**config.mk**
```make
export PLATFORM = sky130hd
export DESIGN_NAME = minmax_calibrated_scaler_flat
export DESIGN_NICKNAME = d
export VERILOG_FILES = /design/src/hw/rtl/mmcs_pkg.sv /design/src/hw/rtl/mmcs_if.sv /design/src/hw/rtl/mmcs_mul.sv /design/src/hw/rtl/mmcs_div.sv /design/src/hw/rtl/minmax_calibrated_scaler.sv /design/src/flat_wrapper.sv
export SDC_FILE = /design/constraint.sdc
export NUM_CORES = 1
export LEC_CHECK = 0
export ABC_CLOCK_PERIOD_IN_PS = 7300
export BUFFER_PORTS_ARGS = -buffer_cell sky130_fd_sc_hd__buf_2
export CAP_MARGIN = 10
export CORE_MARGIN = 2
export CORE_UTILIZATION = 45
export DETAILED_ROUTE_END_ITERATION = 7
export PLACE_DENSITY = 0.75
export SLEW_MARGIN = 25
export SYNTH_ARGS = -nofsm -noshare
export SYNTH_HDL_FRONTEND = slang
export SYNTH_SLANG_ARGS = --single-unit
```
**constraint.sdc**
```tcl
create_clock -name clk -period 7.3 [get_ports clk]
set_clock_uncertainty 0.1 [all_clocks]
set_input_delay 1.46 -clock clk [delete_from_list [all_inputs] [get_ports clk]]
set_output_delay 1.46 -clock clk [all_outputs]
set_load 0.02 [all_outputs]
```
**src/hw/rtl/mmcs_pkg.sv**
```systemverilog
package mmcs_pkg;

	// bounds and samples are held at this width; at most the 16-bit field width
	localparam int SampleBits = 16;
	localparam int FieldBits  = 16;
	localparam int OutBits    = 32;
	localparam int CfgBits    = 32;
	localparam int CfgIdxBits = 3;

	// signed difference of two samples
	localparam int DiffBits   = SampleBits + 1;
	// (s - low) * out_high + (high - s) * out_low
	localparam int ProdBits   = DiffBits + OutBits;
	localparam int MagBits    = ProdBits - 1;
	localparam int MulCntBits = $clog2(DiffBits);
	localparam int DivCntBits = $clog2(MagBits);

	localparam logic signed [OutBits-1:0] SatMax = {1'b0, {(OutBits-1){1'b1}}};
	localparam logic signed [OutBits-1:0] SatMin = {1'b1, {(OutBits-1){1'b0}}};

	localparam logic [CfgIdxBits-1:0] REG_MIN_SPAN   = 3'd0;
	localparam logic [CfgIdxBits-1:0] REG_OUT_LOW    = 3'd1;
	localparam logic [CfgIdxBits-1:0] REG_OUT_HIGH   = 3'd2;
	localparam logic [CfgIdxBits-1:0] REG_START_LOW  = 3'd3;
	localparam logic [CfgIdxBits-1:0] REG_START_HIGH = 3'd4;

	localparam logic [FieldBits-1:0]      RstMinSpan   = 16'd0;
	localparam logic signed [OutBits-1:0] RstOutLow    = 32'sd0;
	localparam logic signed [OutBits-1:0] RstOutHigh   = 32'sd23592960;
	localparam logic [FieldBits-1:0]      RstStartLow  = 16'hFFFF;
	localparam logic [FieldBits-1:0]      RstStartHigh = 16'h0000;

	typedef enum logic [1:0] {
		CMD_EXPAND  = 2'd0,
		CMD_CONVERT = 2'd1,
		CMD_LOAD    = 2'd2,
		CMD_RESTART = 2'd3
	} cmd_t;

	typedef struct packed {
		cmd_t                 command;
		logic [FieldBits-1:0] sample;
		logic [FieldBits-1:0] new_low;
		logic [FieldBits-1:0] new_high;
	} in_t;

	typedef struct packed {
		logic signed [OutBits-1:0] scaled_value;
		logic                      value_valid;
		logic                      calibrated;
		logic [FieldBits-1:0]      bound_low;
		logic [FieldBits-1:0]      bound_high;
	} out_t;

	// start and completion of one serial unit
	typedef struct packed {
		logic start;
		logic done;
	} unit_ctl_t;

endpackage

```
**src/hw/rtl/mmcs_if.sv**
```systemverilog
interface mmcs_in_if;
	logic           valid;
	logic           ready;
	mmcs_pkg::in_t  payload;

	modport source (output valid, output payload, input ready);
	modport sink (input valid, input payload, output ready);
endinterface

interface mmcs_out_if;
	logic           valid;
	logic           ready;
	mmcs_pkg::out_t payload;

	modport source (output valid, output payload, input ready);
	modport sink (input valid, input payload, output ready);
endinterface

```
**src/hw/rtl/mmcs_mul.sv**
```systemverilog
module mmcs_mul (
	input  logic                                       clk,
	input  logic                                       arst_n,
	input  logic                                       start,
	input  logic signed [mmcs_pkg::DiffBits-1:0]       diff_a,
	input  logic signed [mmcs_pkg::DiffBits-1:0]       diff_b,
	input  logic signed [mmcs_pkg::OutBits-1:0]        coef_a,
	input  logic signed [mmcs_pkg::OutBits-1:0]        coef_b,
	output logic                                       done,
	output logic signed [mmcs_pkg::ProdBits-1:0]       product
);

	localparam int PadBits = mmcs_pkg::ProdBits - mmcs_pkg::OutBits;

	logic                                    busy_q;
	logic                                    done_q;
	logic [mmcs_pkg::MulCntBits-1:0]         cnt_q;
	logic [mmcs_pkg::DiffBits-1:0]           a_q;
	logic [mmcs_pkg::DiffBits-1:0]           b_q;
	logic signed [mmcs_pkg::ProdBits-1:0]    ca_q;
	logic signed [mmcs_pkg::ProdBits-1:0]    cb_q;
	logic signed [mmcs_pkg::ProdBits-1:0]    acc_q;
	logic signed [mmcs_pkg::ProdBits-1:0]    pp;
	logic                                    last;

	assign last = cnt_q == mmcs_pkg::MulCntBits'(mmcs_pkg::DiffBits - 1);
	assign pp   = (a_q[0] ? ca_q : '0) + (b_q[0] ? cb_q : '0);

	always_ff @(posedge clk or negedge arst_n) begin
		if (!arst_n) begin
			busy_q <= 1'b0;
			done_q <= 1'b0;
			cnt_q  <= '0;
		end else begin
			done_q <= busy_q && last;
			if (start) begin
				busy_q <= 1'b1;
				cnt_q  <= '0;
			end else if (busy_q) begin
				cnt_q <= cnt_q + 1'b1;
				if (last) begin
					busy_q <= 1'b0;
				end
			end
		end
	end

	// one multiplier bit per cycle; the top bit of a two's complement digit subtracts
	always_ff @(posedge clk) begin
		if (start) begin
			a_q   <= diff_a;
			b_q   <= diff_b;
			ca_q  <= {{PadBits{coef_a[mmcs_pkg::OutBits-1]}}, coef_a};
			cb_q  <= {{PadBits{coef_b[mmcs_pkg::OutBits-1]}}, coef_b};
			acc_q <= '0;
		end else if (busy_q) begin
			a_q   <= a_q >> 1;
			b_q   <= b_q >> 1;
			ca_q  <= ca_q <<< 1;
			cb_q  <= cb_q <<< 1;
			acc_q <= last ? acc_q - pp : acc_q + pp;
		end
	end

	assign done    = done_q;
	assign product = acc_q;

endmodule

```
**src/hw/rtl/mmcs_div.sv**
```systemverilog
module mmcs_div (
	input  logic                                   clk,
	input  logic                                   arst_n,
	input  logic                                   start,
	input  logic signed [mmcs_pkg::ProdBits-1:0]   num,
	input  logic [mmcs_pkg::SampleBits-1:0]        den,
	output logic                                   done,
	output logic signed [mmcs_pkg::OutBits-1:0]    quotient
);

	localparam int SB = mmcs_pkg::SampleBits;
	localparam int MB = mmcs_pkg::MagBits;
	localparam int OB = mmcs_pkg::OutBits;

	logic                                busy_q;
	logic                                done_q;
	logic [mmcs_pkg::DivCntBits-1:0]     cnt_q;
	logic                                neg_q;
	logic [MB-1:0]                       q_q;
	logic [SB-1:0]                       rem_q;
	logic [SB-1:0]                       den_q;
	logic [mmcs_pkg::ProdBits-1:0]       mag;
	logic [SB:0]                         trial;
	logic [SB:0]                         diff;
	logic                                fits;
	logic                                last;
	logic                                pos_over;
	logic                                neg_over;

	assign last  = cnt_q == mmcs_pkg::DivCntBits'(MB - 1);
	assign mag   = num[mmcs_pkg::ProdBits-1] ? -num : num;
	assign trial = {rem_q, q_q[MB-1]};
	assign diff  = trial - {1'b0, den_q};
	assign fits  = trial >= {1'b0, den_q};

	always_ff @(posedge clk or negedge arst_n) begin
		if (!arst_n) begin
			busy_q <= 1'b0;
			done_q <= 1'b0;
			cnt_q  <= '0;
		end else begin
			done_q <= busy_q && last;
			if (start) begin
				busy_q <= 1'b1;
				cnt_q  <= '0;
			end else if (busy_q) begin
				cnt_q <= cnt_q + 1'b1;
				if (last) begin
					busy_q <= 1'b0;
				end
			end
		end
	end

	// restoring division on the magnitude: one quotient bit shifts in per cycle
	always_ff @(posedge clk) begin
		if (start) begin
			neg_q <= num[mmcs_pkg::ProdBits-1];
			q_q   <= mag[MB-1:0];
			rem_q <= '0;
			den_q <= den;
		end else if (busy_q) begin
			rem_q <= fits ? diff[SB-1:0] : trial[SB-1:0];
			q_q   <= {q_q[MB-2:0], fits};
		end
	end

	// truncation toward zero falls out of dividing the magnitude; saturate here
	assign pos_over = |q_q[MB-1:OB-1];
	assign neg_over = (|q_q[MB-1:OB]) || (q_q[OB-1] && (|q_q[OB-2:0]));

	always_comb begin
		if (neg_q) begin
			quotient = neg_over ? mmcs_pkg::SatMin : -$signed(q_q[OB-1:0]);
		end else begin
			quotient = pos_over ? mmcs_pkg::SatMax : $signed(q_q[OB-1:0]);
		end
	end

	assign done = done_q;

endmodule

```
**src/hw/rtl/minmax_calibrated_scaler.sv**
```systemverilog
// channel  dir  modport  payload                                          moves when
// item     in   sink     command, sample, new_low, new_high               valid & ready
// result   out  source   scaled_value, value_valid, calibrated, bounds    valid & ready
// wr_*     in   -        wr_index, wr_data (registers 0..4)               wr_en
//
// Expand, load, restart: ST_DONE registers the result once the output is free;
// new items wait for ST_IDLE. Calibrated convert: ST_MUL, ST_DIV, then ST_DONE,
// set by the 17-step multiplier and the 48-step divider, both bit-serial, in series.
// arst_n clears bounds to the start register reset values and empties the output.
// A stalled result holds the output register; the next item is still taken, and its
// result waits until the register frees up.
module minmax_calibrated_scaler (
	input  logic                               clk,
	input  logic                               arst_n,
	mmcs_in_if.sink                            item,
	mmcs_out_if.source                         result,
	input  logic                               wr_en,
	input  logic [mmcs_pkg::CfgIdxBits-1:0]    wr_index,
	input  logic [mmcs_pkg::CfgBits-1:0]       wr_data
);

	localparam int SB = mmcs_pkg::SampleBits;
	localparam int FB = mmcs_pkg::FieldBits;
	localparam int OB = mmcs_pkg::OutBits;

	typedef enum logic [1:0] {
		ST_IDLE,
		ST_MUL,
		ST_DIV,
		ST_DONE
	} state_t;

	state_t                                state_q;
	logic [SB-1:0]                         low_q;
	logic [SB-1:0]                         high_q;
	logic [FB-1:0]                         min_span_q;
	logic signed [OB-1:0]                  out_low_q;
	logic signed [OB-1:0]                  out_high_q;
	logic [FB-1:0]                         start_low_q;
	logic [FB-1:0]                         start_high_q;
	logic signed [OB-1:0]                  scaled_q;
	logic                                  vv_q;
	mmcs_pkg::out_t                        out_q;
	logic                                  out_valid_q;

	logic                                  accept;
	logic                                  out_free;
	logic                                  cal_ok;
	logic [SB-1:0]                         span;
	logic [SB-1:0]                         sample_s;
	logic signed [mmcs_pkg::DiffBits-1:0]  diff_a;
	logic signed [mmcs_pkg::DiffBits-1:0]  diff_b;
	logic signed [mmcs_pkg::ProdBits-1:0]  product;
	logic signed [OB-1:0]                  quotient;
	mmcs_pkg::unit_ctl_t                   mul_ctl;
	mmcs_pkg::unit_ctl_t                   div_ctl;

	assign item.ready = state_q == ST_IDLE;
	assign accept     = item.valid && item.ready;
	assign out_free   = !out_valid_q || result.ready;

	assign sample_s = item.payload.sample[SB-1:0];
	assign span     = high_q - low_q;
	assign cal_ok   = (high_q > low_q) && (FB'(span) > min_span_q);

	assign diff_a = $signed({1'b0, sample_s}) - $signed({1'b0, low_q});
	assign diff_b = $signed({1'b0, high_q}) - $signed({1'b0, sample_s});

	assign mul_ctl.start = accept && (item.payload.command == mmcs_pkg::CMD_CONVERT) && cal_ok;
	assign div_ctl.start = mul_ctl.done;

	mmcs_mul u_mul (
		.clk     (clk),
		.arst_n  (arst_n),
		.start   (mul_ctl.start),
		.diff_a  (diff_a),
		.diff_b  (diff_b),
		.coef_a  (out_high_q),
		.coef_b  (out_low_q),
		.done    (mul_ctl.done),
		.product (product)
	);

	mmcs_div u_div (
		.clk      (clk),
		.arst_n   (arst_n),
		.start    (div_ctl.start),
		.num      (product),
		.den      (span),
		.done     (div_ctl.done),
		.quotient (quotient)
	);

	always_ff @(posedge clk or negedge arst_n) begin
		if (!arst_n) begin
			min_span_q   <= mmcs_pkg::RstMinSpan;
			out_low_q    <= mmcs_pkg::RstOutLow;
			out_high_q   <= mmcs_pkg::RstOutHigh;
			start_low_q  <= mmcs_pkg::RstStartLow;
			start_high_q <= mmcs_pkg::RstStartHigh;
		end else if (wr_en) begin
			unique case (wr_index)
				mmcs_pkg::REG_MIN_SPAN:   min_span_q   <= wr_data[FB-1:0];
				mmcs_pkg::REG_OUT_LOW:    out_low_q    <= $signed(wr_data[OB-1:0]);
				mmcs_pkg::REG_OUT_HIGH:   out_high_q   <= $signed(wr_data[OB-1:0]);
				mmcs_pkg::REG_START_LOW:  start_low_q  <= wr_data[FB-1:0];
				mmcs_pkg::REG_START_HIGH: start_high_q <= wr_data[FB-1:0];
				default: ;
			endcase
		end
	end

	always_ff @(posedge clk or negedge arst_n) begin
		if (!arst_n) begin
			state_q     <= ST_IDLE;
			low_q       <= mmcs_pkg::RstStartLow[SB-1:0];
			high_q      <= mmcs_pkg::RstStartHigh[SB-1:0];
			scaled_q    <= '0;
			vv_q        <= 1'b0;
			out_q       <= '0;
			out_valid_q <= 1'b0;
		end else begin
			// in ST_DONE the output register is either refilled or still stalled
			if (result.ready && state_q != ST_DONE) begin
				out_valid_q <= 1'b0;
			end
			unique case (state_q)
				ST_IDLE: begin
					if (accept) begin
						scaled_q <= '0;
						vv_q     <= 1'b0;
						state_q  <= mul_ctl.start ? ST_MUL : ST_DONE;
						unique case (item.payload.command)
							mmcs_pkg::CMD_EXPAND: begin
								if (sample_s < low_q) begin
									low_q <= sample_s;
								end
								if (sample_s > high_q) begin
									high_q <= sample_s;
								end
							end
							// the multiplier starts off the accepting edge
							mmcs_pkg::CMD_CONVERT: ;
							mmcs_pkg::CMD_LOAD: begin
								low_q  <= item.payload.new_low[SB-1:0];
								high_q <= item.payload.new_high[SB-1:0];
							end
							mmcs_pkg::CMD_RESTART: begin
								low_q  <= start_low_q[SB-1:0];
								high_q <= start_high_q[SB-1:0];
							end
							default: ;
						endcase
					end
				end
				ST_MUL: begin
					if (mul_ctl.done) begin
						state_q <= ST_DIV;
					end
				end
				ST_DIV: begin
					if (div_ctl.done) begin
						scaled_q <= quotient;
						vv_q     <= 1'b1;
						state_q  <= ST_DONE;
					end
				end
				ST_DONE: begin
					// hold until the output register frees up
					if (out_free) begin
						out_q.scaled_value <= scaled_q;
						out_q.value_valid  <= vv_q;
						out_q.calibrated   <= cal_ok;
						out_q.bound_low    <= FB'(low_q);
						out_q.bound_high   <= FB'(high_q);
						out_valid_q        <= 1'b1;
						state_q            <= ST_IDLE;
					end
				end
				default: state_q <= ST_IDLE;
			endcase
		end
	end

	assign result.valid   = out_valid_q;
	assign result.payload = out_q;

	a_accept_leaves_idle: assert property (@(posedge clk) disable iff (!arst_n)
		accept |=> state_q != ST_IDLE)
		else $error("accepted beat did not start work");

	a_mul_done_in_mul: assert property (@(posedge clk) disable iff (!arst_n)
		mul_ctl.done |-> state_q == ST_MUL)
		else $error("multiplier finished outside the multiply phase");

	a_div_done_in_div: assert property (@(posedge clk) disable iff (!arst_n)
		div_ctl.done |-> state_q == ST_DIV)
		else $error("divider finished outside the divide phase");

	a_value_needs_cal: assert property (@(posedge clk) disable iff (!arst_n)
		(result.valid && result.payload.value_valid) |-> result.payload.calibrated)
		else $error("converted value reported without valid calibration");

	a_cal_bounds_order: assert property (@(posedge clk) disable iff (!arst_n)
		(result.valid && result.payload.calibrated)
			|-> result.payload.bound_high > result.payload.bound_low)
		else $error("calibrated flag with bounds out of order");

endmodule
```
**src/flat_wrapper.sv**
```systemverilog
// flat-port wrapper written by rule: the top's interface ports become plain ports
module minmax_calibrated_scaler_flat 
  (clk, arst_n, wr_en, wr_index, wr_data, item_valid, item_payload, item_ready, result_valid, result_payload, result_ready);
  mmcs_in_if item_i ();
  mmcs_out_if result_i ();
  input  logic clk;
  input  logic arst_n;
  input  logic wr_en;
  input  logic [mmcs_pkg::CfgIdxBits-1:0] wr_index;
  input  logic [mmcs_pkg::CfgBits-1:0] wr_data;
  input wire logic [$bits(item_i.valid)-1:0] item_valid;
  input wire logic [$bits(item_i.payload)-1:0] item_payload;
  output wire logic [$bits(item_i.ready)-1:0] item_ready;
  output wire logic [$bits(result_i.valid)-1:0] result_valid;
  output wire logic [$bits(result_i.payload)-1:0] result_payload;
  input wire logic [$bits(result_i.ready)-1:0] result_ready;
  assign item_i.valid = item_valid;
  assign item_i.payload = item_payload;
  assign item_ready = item_i.ready;
  assign result_valid = result_i.valid;
  assign result_payload = result_i.payload;
  assign result_i.ready = result_ready;
  minmax_calibrated_scaler u_core (.clk(clk), .arst_n(arst_n), .item(item_i), .result(result_i), .wr_en(wr_en), .wr_index(wr_index), .wr_data(wr_data));
endmodule
```
==> out/metrics.cfg, run 1 <==
[clock_tree]
ctsHoldBuffers=0
clock_latency_ns=0.68
path_clk_slew_ns=0.06
clock_path_buffers=3
cts.htree.levels=2
cts_tree=done
cts_root_buffer=clkbuf_16
cts_buffers=55
cts.sinks=523

[worst_setup_path]
crit_type=flop to flop
r2r_end=u_core.u_mul.product[42]
regToRegSetupSlack_ns=0.34
arrival_ns=7.42
setup.worst_path.start_class=flop
cp_slowest_cell=edfxtp_1
timing.critical_path.required_ns=7.76
startpoint=u_core.u_mul.a_q[0]
cp-end-kind=flop
rr_worst_depth=28
cp-endpoint=u_core.u_mul.product[42]
max_stage_delay_ns=0.50
r2r_start=u_core.u_mul.a_q[0]
cp_max_fo=7

[yosys]
syn_inst=3569
synth_area_per_cell_sq_um=9.29
seq_area_frac_synth=0.416
ys_async_sr_fraction=0.499
yosysWarnings=0
ys_seq_elements=523
synth_edf_count=197
netlist-cell-type-count=103
syn_nets=3851
yosys_most_used_dff=dfrtp_1
synth_area_sq_um=33200

[floorplan]
die_x_microns=276
die_h_microns=276
fp.coreArea_sq_um=73000
start_util=0.455
die-area_sq_um=75900
rows=99
io_pins=158

[sta]
slew_viol_final=0
hold_violations=0
fmax_mhz=144
tns_ns=0
slew_headroom=0.305
fin_crit_sh=0.953
final-setup-viol-count=0
worst_slew_pin_slew_ns=1.04
min_period_ns=6.96

[grt]
antenna_found_initial=2
grt_max_degree=174
grt_use_total=0.229
global_route.overflow_total=0
grt_pass1_vias=25688
grt_pass1_wl_microns=140000

[flow_run]
drv_cap=0

[layout]
nNetsFinal=3962
fillers=6643
regArea_sq_um=13800
final_common_cell=nand2_1
area_delta_synth_final_pct=11.9
drive_gt1_frac=0.161
multi_input_area_sq_um=18400
most-common-layout-cells=517 x nand2_1, 270 x nor2_1, 247 x a21oi_1, 222 x dfrtp_1, 217 x o21ai_0

[power]
finalPower_mw=6.53
pwr_density_cell_nw_per_um2=176
ir_drop_v=0.000201
p_leak_nw=15.3

[hold_path]
min-delay-path-class=flop to flop
hold_start=u_core.scaled_q[17]

[drt]
drc=0
antenna_left=0
drtIter0Drc=2154
first_pass_iters=5
post_drt_wl_per_cell_microns=18.7
wl_microns=87500
via_count=26671
vias_per_cell=5.69

[placement]
port_buffers=157
gp_congestion=0.898
post-dp-hpwl_microns=65700

[status]
status=finished, final reports clean

[cells in the mapped netlist, types with 38 or more instances]
cell type  count  area [sq um]
xor2_1       104           911
nor3_1        63           315
dfrtp_1      225          5630
ha_1         186          2330
dfxtp_1       65          1300
mux2_2       184          2070
a21oi_1      247          1240
a21o_1        77           578
o21ai_0      218          1090
inv_1        147           552
nand2_1      520          1950
edfxtp_1     197          5920
nand4_1       38           238
nand3_1       53           265
xnor2_1       90           788
and2_1       112           701
clkbuf_1     134           503
nor2_1       273          1020
mux2i_1       77           771
[metrics by stage]
| step | instances | setup WS [ns] | utilization | cell area, sq um | hold slack [ns] |
|---|---|---|---|---|---|
| global route | 4688 | -0.0125 | 0.509 | 37100 | 0.399 |
| finish | 4688 | 0.343 | 0.509 | 37100 | 0.373 |
| detailed placement | 4575 | 0.201 | 0.480 | 35000 | 0.365 |
| global placement | 4575 | 0.328 | 0.480 | 35000 | 0.358 |
| floorplan | 3569 | 0.578 | - | 33200 | 0.306 |
| CTS | 4679 | 0.134 | 0.506 | 36900 | 0.379 |
[what timing repair did]
item                       CTS  global route
gates resized for setup      0            17
setup buffers                0             6
setup endpoints to repair    0             6
[sequential cells by signal, summed over array words and instances, names as in the netlist, 2 cells and up]
| name | count |
|---|---|
| u_core.high_q | 16 |
| u_core.out_low_q | 32 |
| u_core.u_mul.product | 49 |
| u_core.u_mul.b_q | 17 |
| u_core.low_q | 16 |
| u_core.u_div.q_q | 48 |
| u_core.u_mul.ca_q | 49 |
| u_core.u_mul.cb_q | 49 |
| u_core.start_high_q | 16 |
| u_core.u_div.den_q | 16 |
| u_core.out_high_q | 32 |
| u_core.u_mul.cnt_q | 5 |
| u_core.scaled_q | 32 |
| u_core.u_div.cnt_q | 6 |
| u_core.result.payload | 66 |
| u_core.u_div.rem_q | 16 |
| u_core.state_q | 2 |
| u_core.start_low_q | 16 |
| u_core.u_mul.a_q | 17 |
| u_core.min_span_q | 16 |
[logic make-up after synthesis]
kind of cell	Yosys count	synth area share
adders and majority gates	192	0.0738
muxes	261	0.0857
and+or+nand+nor	1263	0.179
xor gates and xnor gates	196	0.0524
buffers and inverters	300	0.0341
DFF	523	0.416
AOI/OAI and AO/OA	834	0.159
[report_power, final]
part	total (mW)	internal [mW]	switching (mW)
clock	2.92	1.69	1.24
sequential	3.25	3.18	0.0673
combinational	0.354	0.170	0.185
total	6.53	5.04	1.49
[area by class of cell]
cell class / count / share of cell area
Clock buffer: 70 / 0.0406
Antenna cell: 2 / 0.000135
Multi-Input combinational cell: 2746 / 0.496
Sequential cell: 523 / 0.372
Inverter: 150 / 0.0152
Tap cell: 959 / 0.0323
Timing Repair Buffer: 204 / 0.0333
Clock inverter: 34 / 0.0109
[critical path: cells and delay by family, from the launching register on]
kind,cells,cell delay (ns)
AOI/OAI and AO/OA,15,3.34
xor gates and xnor gates,1,0.30
adders and majority gates,3,0.85
DFF,1,0.50
and+or+nand+nor,8,1.68
buffers and inverters,1,0.08
[per-layer routing]
layer / vias up / wire [microns] / GRT usage / share of wire
li1: 12970 / - / - / -
met2: 742 / 40000 / 0.367 / 0.46
met3: 100 / 4960 / 0.0264 / 0.057
met5: - / 0 / 0 / 0
met4: 0 / 1780 / 0.0545 / 0.020
met1: 12859 / 40800 / 0.331 / 0.47
[how the worst min path moves through the flow]
| stage | end | slack [ns] | depth (start not counted) |
|---|---|---|---|
| 2_1_floorplan | u_core.u_div.neg_q | 0.31 | 0 |
| 3_3_place_gp | u_core.result.payload[1] | 0.36 | 2 |
| 3_5_place_dp | u_core.result.payload[17] | 0.36 | 2 |
| 4_1_cts | u_core.result.payload[17] | 0.38 | 2 |
| 5_1_grt | u_core.scaled_q[11] | 0.40 | 2 |
| 6_report | u_core.scaled_q[17] | 0.37 | 2 |
Power figures use the tool's default switching activity.
==> inputs of run 2 (changes only) <==
Settings changed: BUFFER_PORTS_ARGS -buffer_cell sky130_fd_sc_hd__buf_2 to unset, CORE_ASPECT_RATIO set to 1.1, DONT_BUFFER_PORTS set to 1, PLACE_DENSITY 0.75 to 0.73, REMOVE_ABC_BUFFERS set to 1.
==> out/metrics.cfg, run 2 (synthesized netlist as in run 1, its figures left out) <==
[status]
status=finished, final reports clean

[placement]
post-dp-hpwl_microns=58000  ; -12%
port_buffers=0  ; -100%
dpl-instance-area_sq_um=34200  ; -2.4%
place_inst=4406  ; -3.7%
gp_congestion=0.913  ; +1.7%
dp_slack_ns=0.340  ; +0.139 ns

[grt]
grt_pass1_wl_microns=129000  ; -7.9%
global_route.overflow_total=0  ; unchanged
grt_max_degree=262  ; +51%
grt_pass1_vias=24591  ; -4.3%
antenna_found_initial=1  ; -1
grt_use_total=0.206  ; -0.0238

[layout]
largest_reg_flops=66  ; unchanged
instances_no_fill=4511  ; -3.8%
drive_gt1_frac=0.120  ; -0.0409
nNetsFinal=3793  ; -4.3%
most-common-layout-cells=517 x nand2_1, 270 x nor2_1, 246 x a21oi_1, 223 x dfrtp_1, 217 x o21ai_0
stdcell_area_sq_um=36200  ; -2.5%
final_common_cell=nand2_1
fin_util=0.495  ; -0.0139
area_delta_synth_final_pct=9.05

[power]
pwr_density_cell_nw_per_um2=175  ; -0.42%
ir_drop_v=0.000156  ; -22%
p_leak_nw=14.5  ; -5.5%
finalPower_mw=6.34  ; -2.9%

[clock_tree]
cts.htree.levels=2  ; unchanged
clock_latency_ns=0.65  ; -0.03 ns
cts_tree=done
path_clk_slew_ns=0.07  ; about the same
cts_root_buffer=clkbuf_16
cts.sinks=523  ; unchanged
ctsHoldBuffers=0  ; unchanged
clock_path_buffers=3  ; unchanged
cts_buffers=52  ; -5.5%

[drt]
first_pass_iters=6  ; +1
drtIter0Drc=1663  ; -23%
drc=0  ; unchanged
antenna_left=0  ; unchanged
vias_per_cell=5.62  ; -1.3%
wl_microns=78900  ; -9.9%
via_count=25342  ; -5.0%
post_drt_wl_per_cell_microns=17.5  ; -6.4%

[sta]
min_period_ns=6.90  ; -0.0573 ns
worst_slew_pin_slew_ns=0.984  ; -0.0585 ns
final-setup-viol-count=0  ; unchanged
slew_viol_final=0  ; unchanged
fmax_mhz=145  ; +0.83%
tns_ns=0  ; unchanged
setup_ws_ns=0.401  ; +0.0573 ns
hold_slack_ns=0.379  ; +0.00615 ns
hold_violations=0  ; unchanged
fin_crit_sh=0.945  ; -0.00785
slew_headroom=0.344  ; +0.0390

[worst_setup_path]
crit_family=compound AO/OA/AOI/OAI gates
regToRegSetupSlack_ns=0.40  ; +0.06 ns
worst-path-buf-inv=1  ; unchanged
r2r_start=u_core.u_mul.a_q[0]
cp_max_fo=19  ; +12
timing.critical_path.required_ns=7.75  ; about the same
arrival_ns=7.35  ; -0.07 ns
rr_worst_depth=27  ; -3.6%
max_stage_delay_ns=0.47  ; -0.03 ns
cp-end-kind=flop
setup.worst_path.start_class=flop
r2r_end=u_core.u_mul.product[42]
cp_slowest_cell=or4_1
crit_type=flop to flop

[floorplan]
die-area_sq_um=75900  ; about the same
start_util=0.454  ; -0.00107
die_h_microns=289  ; +4.8%
rows=104  ; +5.1%
fp.coreArea_sq_um=73100  ; +0.23%
die_x_microns=263  ; -4.6%
io_pins=158  ; unchanged

[hold_path]
hold_depth=2  ; unchanged
hold_end=u_core.vv_q
min-delay-path-class=flop to flop
hold_start=u_core.vv_q

[flow_run]
drv_cap=0  ; unchanged

[run 2: cell count changes in the layout (fill, tap and decap cells not counted), sizes merged]
cell          delta
clkinvlp         -3
dlymetal6s2s     -2
inv              +1
clkinv           -9
bufinv           -1
clkbuf           +6
buf            -164
[run 2: tightest hold or removal path, delay by kind of cell, from the launching register on]
family / cells / cell delay (ns)
AND/OR/NAND/NOR: 2 / 0.10
flip-flops: 1 / 0.34
[run 2: report_power, final]
part	internal, mW	total (mW)	switching, mW
sequential	3.18	3.25	0.0666
clock	1.63	2.83	1.20
combinational	0.151	0.258	0.106
total	4.97	6.34	1.37
[run 2: layer usage]
| layer | routed length, microns | track usage |
|---|---|---|
| met5 | 0 | 0 |
| met3 | 3790 | 0.0287 |
| met2 | 36100 | 0.336 |
| met1 | 37300 | 0.286 |
| met4 | 1720 | 0.0577 |
[run 2: area by class of cell]
cell class	instances	area (sq um)
repair buffers	38	388
flip-flops and latches	523	13800
clock buffers	76	1520
fillers	6710	37000
multi-input cells	2746	18400
diodes	2	5.00
well taps	954	1190
clock inverters	22	302
inverters	150	563
[run 2: worst max-delay path by stage]
stage | startpoint | to | depth (start not counted)
global route | u_core.u_mul.a_q[0] | u_core.u_mul.product[48] | 28
finish | u_core.u_mul.a_q[0] | u_core.u_mul.product[42] | 27
detailed placement | u_core.u_mul.a_q[0] | u_core.u_mul.product[42] | 27
floorplan | u_core.low_q[0] | u_core.u_mul.a_q[0] | 24
CTS | u_core.u_mul.a_q[0] | u_core.u_mul.product[42] | 27
global placement | u_core.u_mul.a_q[0] | u_core.u_mul.product[42] | 27
[run 2: repair_timing]
action,CTS,global route
endpoints found under the setup margin,0,4
gates resized for setup,0,18
buffers inserted,0,3
